==> src/rtl/core/ftp_reply_parser_macros.svh <==
// Assertion macros shared by the FTP reply parser RTL.
`ifndef FTP_REPLY_PARSER_MACROS_SVH
`define FTP_REPLY_PARSER_MACROS_SVH

// Checks that a property holds at every clock edge outside reset.
`define FRP_ASSERT(label, prop, msg) \
  label: assert property (@(posedge clk) disable iff (rst) (prop)) else $error(msg);

// Checks that a consequent holds in the same cycle as its antecedent.
`define FRP_ASSERT_IMP(label, ante, cons, msg) \
  label: assert property (@(posedge clk) disable iff (rst) (ante) |-> (cons)) else $error(msg);

`endif

==> src/rtl/core/ftp_rp_pkg.sv <==
// Shared constants and result type of the FTP reply parser.
package ftp_rp_pkg;

  localparam logic [7:0] CH_NUL    = 8'h00;
  localparam logic [7:0] CH_TAB    = 8'h09;
  localparam logic [7:0] CH_LF     = 8'h0A;
  localparam logic [7:0] CH_CR     = 8'h0D;
  localparam logic [7:0] CH_SP     = 8'h20;
  localparam logic [7:0] CH_LPAREN = 8'h28;
  localparam logic [7:0] CH_RPAREN = 8'h29;
  localparam logic [7:0] CH_PLUS   = 8'h2B;
  localparam logic [7:0] CH_COMMA  = 8'h2C;
  localparam logic [7:0] CH_MINUS  = 8'h2D;
  localparam logic [7:0] CH_ZERO   = 8'h30;
  localparam logic [7:0] CH_NINE   = 8'h39;

  localparam logic [9:0] PASSIVE_CODE_RESET = 10'd227;

  localparam logic [2:0] FIELD_COUNT = 3'd6;
  localparam logic [2:0] LAST_FIELD  = 3'd5;
  localparam logic [2:0] ADDR_FIELDS = 3'd4;
  localparam logic [8:0] FIELD_SAT   = 9'd256;
  localparam logic [8:0] FIELD_MAX   = 9'd255;
  localparam logic [1:0] CODE_DIGITS = 2'd3;

  typedef struct packed {
    logic        code_valid;
    logic [9:0]  reply_code;
    logic        passive_ok;
    logic [7:0]  addr_byte_0;
    logic [7:0]  addr_byte_1;
    logic [7:0]  addr_byte_2;
    logic [7:0]  addr_byte_3;
    logic [15:0] port_number;
  } ftp_rp_result_t;

endpackage

==> src/rtl/core/ftp_rp_parse.sv <==
// Line state machine, reply code and passive address parser.
module ftp_rp_parse
  import ftp_rp_pkg::*;
(
  input  logic           clk,
  input  logic           rst,
  input  logic           step,
  input  logic [7:0]     rx_byte,
  input  logic [9:0]     passive_code,
  output logic           emit,
  output ftp_rp_result_t result
);

  localparam logic [1:0] PH_START  = 2'd0;
  localparam logic [1:0] PH_SINGLE = 2'd1;
  localparam logic [1:0] PH_MULTI  = 2'd2;

  logic [1:0] line_phase, line_phase_next;
  logic [1:0] char_count, char_count_next;
  logic [9:0] code_accum, code_accum_next;
  logic       code_digits_ok, code_digits_ok_next;
  logic       paren_seen, paren_seen_next;
  logic [2:0] field_index, field_index_next;
  logic [8:0] field_accum, field_accum_next;
  logic       field_stopped, field_stopped_next;
  logic       field_started, field_started_next;
  logic       field_past_lead, field_past_lead_next;
  logic       field_negative, field_negative_next;
  logic       line_cut, line_cut_next;
  logic [7:0] addr_fields [4];
  logic [7:0] addr_fields_next [4];
  logic [7:0] port_parts [2];
  logic [7:0] port_parts_next [2];
  logic       pasv_error, pasv_error_next;

  logic        is_digit;
  logic [3:0]  digit;
  logic [13:0] code_step;
  logic [11:0] field_step;
  logic [8:0]  field_sat;
  logic        fin_err;
  logic [7:0]  fin_val;
  logic [7:0]  delim;
  logic        clear_all;
  logic        end_rep;
  logic        pend;
  logic [2:0]  idx_final;
  logic        err_final;
  logic [7:0]  port_low;
  logic        code_ok;
  logic        pasv_ok;

  always_comb begin
    is_digit   = (rx_byte >= CH_ZERO) && (rx_byte <= CH_NINE);
    digit      = rx_byte[3:0];
    code_step  = ({4'd0, code_accum} << 3) + ({4'd0, code_accum} << 1) + {10'd0, digit};
    field_step = ({3'd0, field_accum} << 3) + ({3'd0, field_accum} << 1) + {8'd0, digit};
    field_sat  = (field_step > {3'd0, FIELD_SAT}) ? FIELD_SAT : field_step[8:0];
    fin_err    = (field_accum > FIELD_MAX) || (field_negative && (field_accum != 9'd0));
    fin_val    = field_negative ? 8'd0 : field_accum[7:0];
    delim      = (field_index == LAST_FIELD) ? CH_RPAREN : CH_COMMA;
    end_rep    = (rx_byte == CH_LF) && (line_phase != PH_MULTI);

    pend      = (field_index == LAST_FIELD) && field_started;
    idx_final = pend ? FIELD_COUNT : field_index;
    err_final = pasv_error || (pend && fin_err);
    port_low  = pend ? fin_val : port_parts[1];
    code_ok   = (char_count == CODE_DIGITS) && code_digits_ok;
    pasv_ok   = code_ok && (code_accum == passive_code) && paren_seen &&
                (idx_final == FIELD_COUNT) && !err_final;

    result.code_valid  = code_ok;
    result.reply_code  = code_ok ? code_accum : 10'd0;
    result.passive_ok  = pasv_ok;
    result.addr_byte_0 = pasv_ok ? addr_fields[0] : 8'd0;
    result.addr_byte_1 = pasv_ok ? addr_fields[1] : 8'd0;
    result.addr_byte_2 = pasv_ok ? addr_fields[2] : 8'd0;
    result.addr_byte_3 = pasv_ok ? addr_fields[3] : 8'd0;
    result.port_number = pasv_ok ? {port_parts[0], port_low} : 16'd0;

    emit = step && end_rep;

    line_phase_next      = line_phase;
    char_count_next      = char_count;
    code_accum_next      = code_accum;
    code_digits_ok_next  = code_digits_ok;
    paren_seen_next      = paren_seen;
    field_index_next     = field_index;
    field_accum_next     = field_accum;
    field_stopped_next   = field_stopped;
    field_started_next   = field_started;
    field_past_lead_next = field_past_lead;
    field_negative_next  = field_negative;
    line_cut_next        = line_cut;
    addr_fields_next     = addr_fields;
    port_parts_next      = port_parts;
    pasv_error_next      = pasv_error;
    clear_all            = 1'b0;

    if (step) begin
      if (rx_byte == CH_LF) begin
        clear_all       = 1'b1;
        line_phase_next = PH_START;
      end else if ((line_phase == PH_START) && (rx_byte == CH_SP)) begin
        line_phase_next = PH_SINGLE;
      end else if ((line_phase == PH_START) && (rx_byte == CH_MINUS)) begin
        line_phase_next = PH_MULTI;
      end else begin
        if (char_count != CODE_DIGITS) begin
          if (is_digit) begin
            code_accum_next = code_step[9:0];
          end else begin
            code_digits_ok_next = 1'b0;
          end
          char_count_next = char_count + 2'd1;
        end
        if (!line_cut) begin
          if (rx_byte == CH_NUL) begin
            line_cut_next = 1'b1;
          end else if (!paren_seen) begin
            paren_seen_next = (rx_byte == CH_LPAREN);
          end else if (field_index < FIELD_COUNT) begin
            if (rx_byte == delim) begin
              if (field_started) begin
                pasv_error_next = pasv_error || fin_err;
                if (field_index < ADDR_FIELDS) begin
                  addr_fields_next[field_index[1:0]] = fin_val;
                end else begin
                  port_parts_next[field_index[0]] = fin_val;
                end
                field_index_next     = field_index + 3'd1;
                field_accum_next     = 9'd0;
                field_stopped_next   = 1'b0;
                field_started_next   = 1'b0;
                field_past_lead_next = 1'b0;
                field_negative_next  = 1'b0;
              end
            end else begin
              field_started_next = 1'b1;
              if (!field_stopped) begin
                if (is_digit) begin
                  field_accum_next     = field_sat;
                  field_past_lead_next = 1'b1;
                end else if (!field_past_lead && (rx_byte inside {CH_SP, [CH_TAB:CH_CR]})) begin
                  field_stopped_next = 1'b0;
                end else if (!field_past_lead && (rx_byte == CH_PLUS)) begin
                  field_past_lead_next = 1'b1;
                end else if (!field_past_lead && (rx_byte == CH_MINUS)) begin
                  field_past_lead_next = 1'b1;
                  field_negative_next  = 1'b1;
                end else begin
                  field_stopped_next = 1'b1;
                end
              end
            end
          end
        end
      end
    end

    if (clear_all) begin
      char_count_next      = 2'd0;
      code_accum_next      = 10'd0;
      code_digits_ok_next  = 1'b1;
      paren_seen_next      = 1'b0;
      field_index_next     = 3'd0;
      field_accum_next     = 9'd0;
      field_stopped_next   = 1'b0;
      field_started_next   = 1'b0;
      field_past_lead_next = 1'b0;
      field_negative_next  = 1'b0;
      line_cut_next        = 1'b0;
      addr_fields_next     = '{default: 8'd0};
      port_parts_next      = '{default: 8'd0};
      pasv_error_next      = 1'b0;
    end
  end

  always_ff @(posedge clk) begin
    if (rst) begin
      line_phase      <= PH_START;
      char_count      <= 2'd0;
      code_accum      <= 10'd0;
      code_digits_ok  <= 1'b1;
      paren_seen      <= 1'b0;
      field_index     <= 3'd0;
      field_accum     <= 9'd0;
      field_stopped   <= 1'b0;
      field_started   <= 1'b0;
      field_past_lead <= 1'b0;
      field_negative  <= 1'b0;
      line_cut        <= 1'b0;
      addr_fields     <= '{default: 8'd0};
      port_parts      <= '{default: 8'd0};
      pasv_error      <= 1'b0;
    end else begin
      line_phase      <= line_phase_next;
      char_count      <= char_count_next;
      code_accum      <= code_accum_next;
      code_digits_ok  <= code_digits_ok_next;
      paren_seen      <= paren_seen_next;
      field_index     <= field_index_next;
      field_accum     <= field_accum_next;
      field_stopped   <= field_stopped_next;
      field_started   <= field_started_next;
      field_past_lead <= field_past_lead_next;
      field_negative  <= field_negative_next;
      line_cut        <= line_cut_next;
      addr_fields     <= addr_fields_next;
      port_parts      <= port_parts_next;
      pasv_error      <= pasv_error_next;
    end
  end

endmodule

==> src/rtl/core/ftp_rp_out.sv <==
// Output register that holds one result beat until it is taken.
module ftp_rp_out
  import ftp_rp_pkg::*;
(
  input  logic           clk,
  input  logic           rst,
  input  logic           load,
  input  ftp_rp_result_t res_in,
  input  logic           out_ready,
  output logic           out_valid,
  output logic           free,
  output ftp_rp_result_t res_out
);

  assign free = !out_valid || out_ready;

  always_ff @(posedge clk) begin
    if (rst) begin
      out_valid <= 1'b0;
    end else if (load) begin
      out_valid <= 1'b1;
    end else if (out_ready) begin
      out_valid <= 1'b0;
    end
  end

  always_ff @(posedge clk) begin
    if (load) begin
      res_out <= res_in;
    end
  end

endmodule

==> src/rtl/core/ftp_reply_parser.sv <==
// Top level of the FTP reply parser: input register, parser and result register.
//
//   channel  direction  handshake             data
//   cfg      in         cfg_valid/cfg_ready   passive_reply_code
//   in       in         in_valid/in_ready     rx_byte
//   out      out        out_valid/out_ready   code_valid .. port_number
//
// One byte is accepted per cycle unless the result register stalls the input.
// A result is registered when the parser steps on the byte that ends a reply.
// Reset is synchronous and clears all line state and restores code 227.
// A full, untaken result register holds the byte in the input register,
// which then drops in_ready; bytes that end no reply still wait their turn.
`include "ftp_reply_parser_macros.svh"

module ftp_reply_parser
  import ftp_rp_pkg::*;
(
  input  logic        clk,
  input  logic        rst,
  input  logic        cfg_valid,
  output logic        cfg_ready,
  input  logic [9:0]  passive_reply_code,
  input  logic        in_valid,
  output logic        in_ready,
  input  logic [7:0]  rx_byte,
  output logic        out_valid,
  input  logic        out_ready,
  output logic        code_valid,
  output logic [9:0]  reply_code,
  output logic        passive_ok,
  output logic [7:0]  addr_byte_0,
  output logic [7:0]  addr_byte_1,
  output logic [7:0]  addr_byte_2,
  output logic [7:0]  addr_byte_3,
  output logic [15:0] port_number
);

  logic [9:0]     passive_code;
  logic           in_q_valid;
  logic [7:0]     in_q_byte;
  logic           out_free;
  logic           step;
  logic           emit;
  ftp_rp_result_t parse_res;
  ftp_rp_result_t out_res;

  assign cfg_ready = 1'b1;
  assign step      = in_q_valid && out_free;
  assign in_ready  = !in_q_valid || step;

  always_ff @(posedge clk) begin
    if (rst) begin
      passive_code <= PASSIVE_CODE_RESET;
    end else if (cfg_valid && cfg_ready) begin
      passive_code <= passive_reply_code;
    end
  end

  always_ff @(posedge clk) begin
    if (rst) begin
      in_q_valid <= 1'b0;
    end else if (in_ready) begin
      in_q_valid <= in_valid;
    end
  end

  always_ff @(posedge clk) begin
    if (in_valid && in_ready) begin
      in_q_byte <= rx_byte;
    end
  end

  ftp_rp_parse u_parse (
    .clk          (clk),
    .rst          (rst),
    .step         (step),
    .rx_byte      (in_q_byte),
    .passive_code (passive_code),
    .emit         (emit),
    .result       (parse_res)
  );

  ftp_rp_out u_out (
    .clk       (clk),
    .rst       (rst),
    .load      (emit),
    .res_in    (parse_res),
    .out_ready (out_ready),
    .out_valid (out_valid),
    .free      (out_free),
    .res_out   (out_res)
  );

  assign code_valid  = out_res.code_valid;
  assign reply_code  = out_res.reply_code;
  assign passive_ok  = out_res.passive_ok;
  assign addr_byte_0 = out_res.addr_byte_0;
  assign addr_byte_1 = out_res.addr_byte_1;
  assign addr_byte_2 = out_res.addr_byte_2;
  assign addr_byte_3 = out_res.addr_byte_3;
  assign port_number = out_res.port_number;

  `FRP_ASSERT_IMP(a_pasv_needs_code, out_valid && passive_ok, code_valid && (reply_code == passive_code), "passive result without a matching code")
  `FRP_ASSERT_IMP(a_code_zero, out_valid && !code_valid, reply_code == 10'd0, "invalid code is not zero")
  `FRP_ASSERT_IMP(a_pasv_zero, out_valid && !passive_ok, (port_number == 16'd0) && (addr_byte_0 == 8'd0) && (addr_byte_3 == 8'd0), "address fields set without a passive result")
  `FRP_ASSERT(a_no_lost_byte, !in_ready |-> (in_q_valid && out_valid && !out_ready), "input stalled without a full result register")

endmodule
==> config.mk <==
export PLATFORM = sky130hd
export DESIGN_NAME = ftp_reply_parser
export DESIGN_NICKNAME = d
export VERILOG_FILES = /design/src/rtl/core/ftp_rp_pkg.sv /design/src/rtl/core/ftp_rp_parse.sv /design/src/rtl/core/ftp_rp_out.sv /design/src/rtl/core/ftp_reply_parser.sv
export VERILOG_INCLUDE_DIRS = /design/src /design/src/rtl/core
export SDC_FILE = /design/constraint.sdc
export NUM_CORES = 1
export LEC_CHECK = 0
export CAP_MARGIN = 20
export CORE_MARGIN = 2
export CORE_UTILIZATION = 45
export CTS_BUF_LIST = sky130_fd_sc_hd__clkbuf_8
export CTS_CLUSTER_DIAMETER = 200
export DETAILED_ROUTE_END_ITERATION = 6
export DONT_BUFFER_PORTS = 1
export GPL_TIMING_DRIVEN = 0
export PLACE_DENSITY = 0.66
export SYNTH_ARGS = -nofsm -noshare
export SYNTH_HDL_FRONTEND = slang
export SYNTH_SLANG_ARGS = --single-unit
==> constraint.sdc <==
create_clock -name clk -period 5.6 [get_ports clk]
set_input_delay 0.28 -clock clk [delete_from_list [all_inputs] [get_ports clk]]
set_output_delay 0.28 -clock clk [all_outputs]
set_load 0.02 [all_outputs]
---- Word level (Yosys, flattened, before mapping) ----
Cells that the tools add are included.
W data, S select, Z words.
storage, ports and cells
  register bits ........................... 162
cells by class
  bitwise operators ....................... 9
  add/subtract/negate cells ............... 6
  muxes and demuxes ....................... 44
  equal/unequal tests ..................... 18
  $lt $le $gt $ge ......................... 12
  reduce and logical (&&, ||, !) cells .... 54
operators by type and width
  operator               number
  $mux W9                5
  $reduce_and A11 Y1     3
  $bwmux W32             1
  $eq A8 B6 Y1 const B   4
  $mux W8                4
  $mux W1                26
  $logic_and A1 B1 Y1    21
  $reduce_and A6 Y1      3
  $bwmux W16             1
  $demux W8 S2           1
  $reduce_and A14 Y1     1
  $add A12 B10 Y12       1
  $add A12 B4 Y12        1
  $gt A12 B9 Y1 const B  1
  $reduce_and A12 Y1     1
  $add A10 B10 Y10       1
  $add A10 B4 Y10        1
  $eq A10 B10 Y1         1
  $reduce_and A10 Y1     1
  $gt A9 B8 Y1 const B   1
  $reduce_and A9 Y1      1
  $reduce_bool A9 Y1     1
  $demux W8 S1           1
  $eq A8 B4 Y1 const B   1
  34 further kinds       60

---- Longest topological paths before layout ----
Gate-level depths: netlist (run 1).
  depth after elaboration ................. 8
  gate-level depth with buffers ........... 11
  gate-level depth less buffers ........... 10

---- By module ----
From an unflattened synthesis (run 1), not the netlist that was laid out.
second synthesis, totals
  cell total of the unflattened synthesis .. 699
  area, all modules ....................... 7479.7 um^2
by module, submodules not included
  module            instances  cells each  area each (um^2)
  ftp_rp_parse      1          587         4967.3
  ftp_rp_out        1          64          1848.0
  ftp_reply_parser  1          48          664.4

---- Worst setup path after synthesis (run 1) ----
OpenSTA, ideal clock, no wires.
  path kind ............................... flip-flop to flip-flop
  start point ............................. reg in_q_byte[4]
  end point ............................... reg u_out.res_out[0] (netlist bit) (enable)
  required time ........................... 5.046 ns
  buffers on the path ..................... 0
  setup slack ............................. -0.442 ns
  stages on the path, launching flop included .. 4
  data arrival time ....................... 5.487 ns
  library setup time ...................... 0.554 ns
  cells stage by stage .................... edfxtp_1 -> or4_1 -> or2_2 -> nor3_1
between the ends
  word-level cells in the longest chain between the ends .. 3
ends and longest elaborated chain
  element                 line                    text
  from (decl)             ftp_reply_parser.sv:40  logic [7:0] in_q_byte;
  from (signal assigned)  ftp_reply_parser.sv:69  in_q_byte <= rx_byte;
  $eq A8 B4 Y1            ftp_rp_parse.sv:62      end_rep = (rx_byte == CH_LF) && (line_phase != PH_MULTI);
  $logic_and A1 B1 Y1     ftp_rp_parse.sv:62
  $logic_and A1 B1 Y1     ftp_rp_parse.sv:81      emit = step && end_rep;
  via emit                ftp_reply_parser.sv:43  logic emit;
  to (signal assigned)    ftp_rp_out.sv:29        res_out <= res_in;
  to (decl)               ftp_rp_out.sv:12        output ftp_rp_result_t res_out
The timed path passes the listed nets, and every way through them passes these cells.
A chain may end at the register's enable or synchronous reset.

---- Worst setup path after layout (run 1) ----
  start point ............................. reg in_q_byte[3]
  end point ............................... reg u_parse.field_accum[4]
between the ends
  word-level cells in the longest chain between the ends .. 6
ends and longest elaborated chain
  element               line                 text
  $add A12 B4 Y12       ftp_rp_parse.sv:57   field_step = ({3'd0, field_accum} << 3) + ({3'd0, field_accum} << 1) + {8'd0, digit};
  $gt A12 B9 Y1         ftp_rp_parse.sv:58   field_sat = (field_step > {3'd0, FIELD_SAT}) ? FIELD_SAT : field_step[8:0];
  $mux W9               ftp_rp_parse.sv:58
  $mux W9               ftp_rp_parse.sv:141  if (is_digit) begin
  $mux W9               ftp_rp_parse.sv:140  if (!field_stopped) begin
  $mux W9               ftp_rp_parse.sv:123  if (rx_byte == delim) begin
  to (signal assigned)  ftp_rp_parse.sv:203  field_accum <= field_accum_next;
  to (decl)             ftp_rp_parse.sv:24   logic [8:0] field_accum, field_accum_next;
Parallel ways exist; a longest one is shown, timed or not. The select of a mux whose other input is x is not followed.

==> results of run 1 <==
[state kept, by name (all words and copies together), names as in the netlist, 2 cells and up]
register             flops
u_parse.field_accum      9
u_parse.addr_fields     32
u_out.res_out           60
u_parse.char_count       2
passive_code            10
u_parse.code_accum      10
u_parse.field_index      3
in_q_byte                8
u_parse.port_parts      16
u_parse.line_phase       2
[cells in the final DEF, fill, tap and decap left out, types with 7 or more instances in the layout]
cell type,Yosys,final
nor2_1,91,91
o31ai_1,10,10
clkbuf_8,0,19
nor4_1,8,8
xnor2_1,16,16
and2_1,42,42
a21oi_1,20,20
nor3_1,9,8
nand2_1,36,36
dfxtp_1,94,94
dlygate4sd3_1,0,21
inv_1,22,22
edfxtp_1,68,68
nor2b_1,16,16
o21ai_0,15,15
nand3_1,7,7
and3_1,13,13
xor2_1,7,7
mux2i_1,62,62
clkbuf_1,21,21
a21boi_0,9,9
ha_1,36,36
[per-stage QoR]
stage | cell area [µm²] | cells
2_1_floorplan | 7640 | 708
3_3_place_gp | 7910 | 928
3_5_place_dp | 7950 | 930
4_1_cts | 8550 | 983
5_1_grt | 8550 | 983
6_report | 8550 | 983
[cell type report]
cell class	count	area share [%]
plain buffers	32	1.63
multi-input cells	492	41.0
clock buffers	19	3.06
inverters	22	0.966
repair buffers	23	2.81
well taps	220	3.22
clock inverters	13	1.45
flip-flops and latches	162	45.9
[critical path, delay by kind of cell, from the launching register on]
family,cells,cell delay (ns)
AOI/OAI and AO/OA,6,2.31
adders and majority gates,2,0.92
buffers and inverters,3,0.41
DFF,1,0.39
[metal layers]
metal / up-vias / track usage, %
met5: - / 0
met3: 12 / 3.02
met1: 2464 / 24.2
met2: 124 / 30.4
li1: 2626 / -
met4: 0 / 6.20
[how the worst min path moves through the flow]
| stage | cells past startpoint | slack, ns | end | from |
|---|---|---|---|---|
| after floorplan | 1 | 0.38 | passive_code[0] | rst |
| after global placement | 0 | 0.38 | in_q_byte[3] | rx_byte[3] |
| after detailed placement | 0 | 0.38 | in_q_byte[7] | rx_byte[7] |
| after CTS | 2 | 0.003 | passive_code[5] | cfg_valid |
| after global routing | 2 | 0.03 | passive_code[7] | cfg_valid |
| final | 2 | 0.04 | passive_code[5] | cfg_valid |
[cells by family (layout without fill, tap and decap cells)]
logic type	after synthesis	in the layout	share of synthesized area, %
buffers and inverters	54	109	2.90
muxes	62	62	8.13
adders and majority gates	40	40	6.95
AOI/OAI and AO/OA	103	103	9.61
other	1	1	0.0491
and+or+nand+nor	263	263	18.3
xor gates and xnor gates	23	23	2.64
DFF	162	162	51.4
[power by group through the flow]
stage,Sequential (W),Combinational [W],Clock (W)
finish,0.00124,0.0000832,0.000825
floorplan,0.00127,0.0000545,0
detailed placement,0.00127,0.0000699,0
global route,0.00124,0.0000918,0.000892
global placement,0.00127,0.0000677,0
CTS,0.00124,0.0000826,0.000843
[timing repair]
action | 4_1_cts | 5_1_grt
endpoints found under the hold margin | 20 | 0
hold buffers | 21 | 0
gates resized for setup | 0 | 0
==> results.toml, run 1 <==
[outcome]
status = "completed"

[die]
die_x_um = 134
num_rows = 47
die_area_um2 = 18000
ioPinCount = 86
start_util_pct = 46.0
core-area_um2 = 16600
fp.dieH_um = 134

[drt]
route.detailed.drc = 0
top_layer_used = "met4"
met1_length_um = 7670
finalWirelength_um = 16100
wl_met2_um = 7710
drtAntennaViolNets = 0
vias = 5226
drtIter0Drc = 254
dr.pass1.iters = 6
wl_per_cell_um = 16.4
dr_wl_met3_um = 550
vias_per_cell = 5.32

[clocking]
cts_sinks = 162
cts_buffers = 17
cts_setup_buffers = 0
clk_latency_ns = 0.46
cts_tree = "done"
root_buffer = "clkbuf_8"
htreeDepth = 4
path_clk_slew_ns = 0.09
cts_max_path_buffers = 2

[critical_path]
r2r_end = "u_parse.field_accum[4]"
start_kind = "flip-flop"
endpoint = "u_parse.field_accum[4]"
timing.rr.start = "in_q_byte[3]"
r2r_setup_slack_ns = 1.49
crit_path_start = "in_q_byte[3]"
r2r_cells = 11
end_kind = "flip-flop"
crit_type = "reg2reg"
crit_path_top_delay_cell = "fa_1"
path_cells = "buf_2 > inv_1 > fa_1 > inv_1 > ha_1 > a211oi_1 > o21ai_0 > a221o_1 > a221oi_1 > o311ai_1 > o31ai_1"
crit_fanout = 10
arrival_ns = 4.47
max_stage_delay_ns = 0.61
worst_ep_required_time_ns = 5.96
cp_common_cell = "inv_1"

[synth]
synthTopCellsByCount = "94 x dfxtp_1, 91 x nor2_1, 68 x edfxtp_1"
synthesis.area_um2 = 7630
ys.flop_type = "dfxtp_1"
synth_warnings = 0
synth.most_common_cell = "dfxtp_1"
ys_ff_latch = 162
synth_top_area_cell = "edfxtp_1"
synth_edf_count = 68
postSynthCellCount = 708
ys_types = 68
synthesis.nets = 771
synth_top_cell_area_share_pct = 26.7
synth.area.top_cells = "edfxtp_1 27%, dfxtp_1 25%, mux2i_1 8.1%"
async_reset_ff_share_pct = 0
synth-seq-area-share_pct = 51.4
syn_avg_cell_area_um2 = 10.8

[power]
powerDensity_nw_per_um2 = 252
total_power_w = 0.00215
internal_power_w = 0.00165
switching_share_pct = 23.3
clkPwrFrac_pct = 38.4
p_leak_nw = 3.54
irDropWorstVdd_mv = 0.144
switchingPower_w = 0.000502
power_frac_comb_pct = 3.9
seqPwrFrac_pct = 57.8

[place]
gp_congestion = 0.864
port_buffers = 0
dp_slack_ns = 1.54
hpwl_um = 12000

[sta]
tightest_slew_ns = 1.06
finalHoldViolCount = 0
relSlewSlack_pct = 28.0
rsz0062_at_grt = "false"
fmax_mhz = 243
clock_skew_ns = 0.0133
hold_slack_ns = 0.0360
finalSetupViolCount = 0
final.setup.tns_ns = 0
finalCriticalPeriod_ns = 4.11
fin_crit_sh_pct = 73.5
setup_ws_ns = 1.49
slew_violations = 0

[worst_hold_path]
min-delay-path-class = "in2reg"

[layout]
n_antenna_cell = 0
fin_nets = 813
final_core_util_pct = 51.5
fillers = 1507
drive_gt1_share_pct = 7.08
regArea_um2 = 3920
area_growth_pct = 11.9
multi_input_area_um2 = 3500

[global_route]
antenna_found_initial = 0
grtUsageTotal_pct = 18.3
grt-ovfl-total = 0
grt_first_pass_wirelength_um = 25900
grt_pass1_vias = 5026
grt_max_degree = 25

[flow_run]
drv_cap = 0
No activity file was read; power rests on OpenSTA's default activity.
==> inputs of run 2 (changes only) <==
--- a/config.mk
+++ b/config.mk
@@ -14,7 +14,7 @@
 export DETAILED_ROUTE_END_ITERATION = 6
 export DONT_BUFFER_PORTS = 1
 export GPL_TIMING_DRIVEN = 0
-export PLACE_DENSITY = 0.66
+export PLACE_DENSITY = 0.64
 export SYNTH_ARGS = -nofsm -noshare
 export SYNTH_HDL_FRONTEND = slang
 export SYNTH_SLANG_ARGS = --single-unit
==> constraint.sdc (replaced) <==
create_clock -name clk -period 4.2 [get_ports clk]
set_input_delay 0.21 -clock clk [delete_from_list [all_inputs] [get_ports clk]]
set_output_delay 0.21 -clock clk [all_outputs]
set_load 0.02 [all_outputs]
==> results.toml, run 2 (synthesized netlist as in run 1, its figures left out) <==
[power]
seqPwrFrac_pct = 57.5
irDropWorstVdd_mv = 0.201
powerDensity_nw_per_um2 = 334
switching_share_pct = 22.9
clkPwrFrac_pct = 38.6
p_leak_nw = 3.56
switchingPower_w = 0.000659
internal_power_w = 0.00222
power_frac_comb_pct = 3.9

[layout]
final_cell_mix = "94 x dfxtp_1, 91 x nor2_1, 68 x edfxtp_1"
n_antenna_cell = 0
fillers = 1499
fin_area_um2 = 8620
drive_gt1_share_pct = 7.30
largest_reg_flops = 60
regArea_um2 = 3920
multi_input_area_um2 = 3510
fin_nets = 817
regMostFlops = "u_out.res_out"
final_common_cell = "dfxtp_1"
reg_top3 = "u_out.res_out (60), u_parse.addr_fields (32), u_parse.port_parts (16)"
area_growth_pct = 12.9

[clocking]
cts_sinks = 162
path_clk_slew_ns = 0.08
root_buffer = "clkbuf_8"
cts_max_path_buffers = 2
cts_buffers = 17
cts_setup_buffers = 0
htreeDepth = 4
cts_tree = "done"
clk_latency_ns = 0.46

[place]
port_buffers = 0
gp_congestion = 0.896
dpl_cell_area_um2 = 7980
hpwl_um = 11800
dp_slack_ns = 0.263

[drt]
drtIter0Drc = 292
drtAntennaViolNets = 0
wl_per_cell_um = 16.2
dr.pass1.iters = 4
finalWirelength_um = 16000
vias = 5345
route.detailed.drc = 0
vias_per_cell = 5.42

[critical_path]
crit_path_top_delay_cell = "fa_1"
end_kind = "flip-flop"
crit_type = "reg2reg"
cp_common_cell = "inv_1"
arrival_ns = 4.24
max_stage_delay_ns = 0.61
worst_ep_required_time_ns = 4.57
crit_fanout = 10
path_cells = "buf_2 > inv_1 > fa_1 > inv_1 > ha_1 > a211oi_1 > o21ai_1 > a221o_1 > a221oi_1 > o311ai_2 > o31ai_1"
crit_family = "compound AO/OA/AOI/OAI gates"
path_buf_inv = 3
start_kind = "flip-flop"

[die]
ioPinCount = 86
die_x_um = 134
die_area_um2 = 18000
start_util_pct = 46.0
num_rows = 47
fp.dieH_um = 134
core-area_um2 = 16600

[sta]
rsz0062_at_grt = "false"
finalHoldViolCount = 0
final.setup.tns_ns = 0
hold_slack_ns = 0.0416
slew_violations = 0
setup_ws_ns = 0.326
finalCriticalPeriod_ns = 3.87
relSlewSlack_pct = 32.6
finalSetupViolCount = 0
fmax_mhz = 258
tightest_slew_ns = 1.01
clock_skew_ns = 0.00863
fin_crit_sh_pct = 92.2

[global_route]
grt-ovfl-total = 0
antenna_found_initial = 0
grt_first_pass_wirelength_um = 26200
grtUsageTotal_pct = 18.6
grt_max_degree = 25
grt_pass1_vias = 5268

[outcome]
status = "completed"

[flow_run]
drv_cap = 0

[worst_hold_path]
min-delay-path-class = "in2reg"
[run 2: area by class of cell]
| cell class | count | area share, % |
|---|---|---|
| timing repair buffer | 27 | 3.54 |
| clock buffer | 17 | 2.71 |
| tap | 220 | 3.19 |
| buffer | 32 | 1.61 |
| clock inverter | 15 | 1.79 |
| multi-input combinational | 492 | 40.7 |
| inverter | 22 | 0.958 |
| sequential | 162 | 45.5 |
[run 2: per-layer routing]
layer	vias to the layer above	GRT usage, %	wire length [µm]
met2	140	31.0	7680
li1	2632	-	-
met3	23	4.50	531
met4	0	6.14	245
met5	-	0	0
met1	2550	23.8	7570
[run 2: path summary, 6_finish.rpt]
| kind | end | depth (start not counted) | from | slack, ns |
|---|---|---|---|---|
| worst max-delay path | u_parse.field_accum[7] | 11 | in_q_byte[3] | 0.33 |
| worst min-delay path | u_out.out_valid | 2 | out_ready | 0.04 |
| worst max register to register | u_parse.field_accum[7] | 11 | in_q_byte[3] | 0.33 |
| worst min register to register | u_parse.pasv_error | 1 | u_parse.pasv_error | 0.48 |
[run 2: stage by stage]
step                      power, W  instances  util [%]
after floorplan            0.00176        708         -
after global placement     0.00178        928      47.7
after detailed placement   0.00179        930      48.1
after CTS                  0.00291        987      51.9
after global routing       0.00300        987      52.0
final                      0.00288        987      52.0
[run 2: worst reg2reg max path, cell delays in order (launching register included)]
cell and delay (ns):
edfxtp_1 0.41, buf_2 0.23, inv_1 0.13, fa_1 0.62
inv_1 0.06, ha_1 0.30, a211oi_1 0.47, o21ai_1 0.27
a221o_1 0.40, a221oi_1 0.33, o311ai_2 0.29, o31ai_1 0.27
[run 2: power by group through the flow]
stage | Clock [W] | Sequential (W) | Combinational (W)
6_report | 0.00111 | 0.00166 | 0.000113
4_1_cts | 0.00114 | 0.00166 | 0.000112
5_1_grt | 0.00122 | 0.00166 | 0.000126
3_5_place_dp | 0 | 0.00169 | 0.0000922
3_3_place_gp | 0 | 0.00169 | 0.0000897
2_1_floorplan | 0 | 0.00169 | 0.0000727
[run 2: repair_timing]
action | in CTS | in global routing
endpoints found under the hold margin | 23 | 0
gates resized for setup | 0 | 2
hold buffers | 25 | 0
endpoints found under the setup margin | 0 | 8
==> inputs of run 3 (changes only) <==
--- a/config.mk
+++ b/config.mk
@@ -8,13 +8,13 @@
 export LEC_CHECK = 0
 export CAP_MARGIN = 20
 export CORE_MARGIN = 2
-export CORE_UTILIZATION = 45
+export CORE_UTILIZATION = 37
 export CTS_BUF_LIST = sky130_fd_sc_hd__clkbuf_8
 export CTS_CLUSTER_DIAMETER = 200
 export DETAILED_ROUTE_END_ITERATION = 6
 export DONT_BUFFER_PORTS = 1
 export GPL_TIMING_DRIVEN = 0
-export PLACE_DENSITY = 0.64
+export PLACE_DENSITY = 0.55
 export SYNTH_ARGS = -nofsm -noshare
 export SYNTH_HDL_FRONTEND = slang
 export SYNTH_SLANG_ARGS = --single-unit
==> constraint.sdc (replaced) <==
create_clock -name clk -period 4.2 [get_ports clk]
set_input_delay 0.84 -clock clk [delete_from_list [all_inputs] [get_ports clk]]
set_output_delay 0.84 -clock clk [all_outputs]
set_load 0.02 [all_outputs]
==> results.toml, run 3 (synthesized netlist as in run 1, its figures left out) <==
[outcome]
status = "completed"

[clocking]
cts_max_path_buffers = 2
cts_buffers = 17
cts_setup_buffers = 0
htreeDepth = 4
clk_latency_ns = 0.44
path_clk_slew_ns = 0.09
cts_sinks = 162
root_buffer = "clkbuf_8"
cts_tree = "done"

[sta]
finalSetupViolCount = 0
relSlewSlack_pct = 36.4
finalCriticalPeriod_ns = 3.83
finalHoldViolCount = 0
fmax_mhz = 261
clock_skew_ns = 0.0132
tightest_slew_ns = 0.952
rsz0062_at_grt = "false"
final.setup.tns_ns = 0
fin_crit_sh_pct = 91.1
slew_violations = 0

[drt]
vias = 5124
wl_per_cell_um = 16.0
drtAntennaViolNets = 0
route.detailed.drc = 0
finalWirelength_um = 16200
dr.pass1.iters = 6
drtIter0Drc = 309
vias_per_cell = 5.05

[layout]
largest_reg_flops = 60
reg_top3 = "u_out.res_out (60), u_parse.addr_fields (32), u_parse.port_parts (16)"
fillers = 1936
final_cell_mix = "94 x dfxtp_1, 91 x nor2_1, 68 x edfxtp_1"
final_common_cell = "dfxtp_1"
fin_area_um2 = 8450
n_antenna_cell = 0
stdcell_count = 1014
fin_nets = 794
area_growth_pct = 10.7
drive_gt1_share_pct = 7.66
regMostFlops = "u_out.res_out"

[die]
fp.dieH_um = 148
start_util_pct = 37.7
die_area_um2 = 21800
core-area_um2 = 20200
num_rows = 52
ioPinCount = 86
die_x_um = 148

[worst_hold_path]
hold-path-cell-count = 0
min-delay-path-class = "in2reg"
hold_path_startpoint = "rx_byte[0]"

[critical_path]
worst-path-stages = 12
max_stage_delay_ns = 0.62
endpoint = "u_parse.field_accum[5]"
crit_path_start = "in_q_byte[3]"
path_buf_inv = 4
crit_path_top_delay_cell = "fa_1"
crit_type = "reg2reg"
end_kind = "flip-flop"
crit_fanout = 10
r2r_cells = 12
r2r_end = "u_parse.field_accum[5]"
crit_family = "compound AO/OA/AOI/OAI gates"
start_kind = "flip-flop"
worst_ep_required_time_ns = 4.55
timing.rr.start = "in_q_byte[3]"
r2r_setup_slack_ns = 0.37
arrival_ns = 4.18
path_cells = "buf_2 > inv_1 > fa_1 > inv_1 > ha_1 > a211oi_1 > o21ai_1 > a221o_1 > a221oi_1 > o311ai_1 > buf_2 > o31ai_1"

[place]
gp_congestion = 0.857
place_inst = 981
dpl_cell_area_um2 = 8040
hpwl_um = 12300
port_buffers = 0

[power]
irDropWorstVdd_mv = 0.176
p_leak_nw = 3.49
total_power_w = 0.00289
powerDensity_nw_per_um2 = 342

[global_route]
grt_max_degree = 25
grt_first_pass_wirelength_um = 26400
antenna_found_initial = 0
grt_pass1_vias = 5056
grtUsageTotal_pct = 15.4
grt-ovfl-total = 0

[flow_run]
drv_cap = 0
-- run 3: cell types whose count changed in the layout (fill, tap and decap cells not counted), moves of 2 or more --
cell,before,now
clkbuf_8,17,20
inv_6,5,1
buf_8,0,2
dlygate4sd3_1,25,0
-- run 3: final cells by class --
class / count / area [µm²] / share of cell area [%]
clock buffer: 20 / 275 / 3.26
buffer: 32 / 139 / 1.64
multi-input combinational: 492 / 3500 / 41.4
clock inverter: 12 / 131 / 1.55
inverter: 22 / 82.6 / 0.977
timing repair buffer: 4 / 62.6 / 0.740
sequential: 162 / 3920 / 46.4
tap: 270 / 338 / 4.00
-- run 3: how the worst min path moves through the flow --
stage | slack, ns | to
after floorplan | 0.43 | u_parse.pasv_error
after global placement | 0.45 | u_parse.pasv_error
after detailed placement | 0.47 | u_parse.pasv_error
after CTS | 0.45 | in_q_byte[0]
after global routing | 0.44 | in_q_byte[0]
final | 0.49 | in_q_byte[0]
-- run 3: routing by layer --
metal | vias to the layer above | share of wire, % | global-route usage [%]
met5 | - | 0 | 0
met4 | 0 | 0.66 | 3.80
met3 | 8 | 3.8 | 3.67
li1 | 2583 | - | -
met2 | 119 | 48 | 25.4
met1 | 2414 | 48 | 20.4
-- run 3: repair_timing --
item	4_1_cts	5_1_grt
endpoints found under the setup margin	0	1
hold endpoints to repair	0	0
resized for setup	0	1
hold buffers	0	0
-- run 3: stage by stage --
| step | hold slack, ns | utilization [%] | setup slack, ns |
|---|---|---|---|
| global route | 0.441 | 41.8 | 0.0921 |
| finish | 0.487 | 41.8 | 0.373 |
| global placement | 0.450 | 39.4 | -0.914 |
| floorplan | 0.433 | - | 0.0418 |
| CTS | 0.454 | 41.7 | 0.154 |
| detailed placement | 0.470 | 39.7 | 0.201 |
-- run 3: power breakdown --
part           switching (W)  internal, W
Sequential         0.0000151      0.00164
Clock               0.000563     0.000578
Combinational      0.0000591    0.0000349
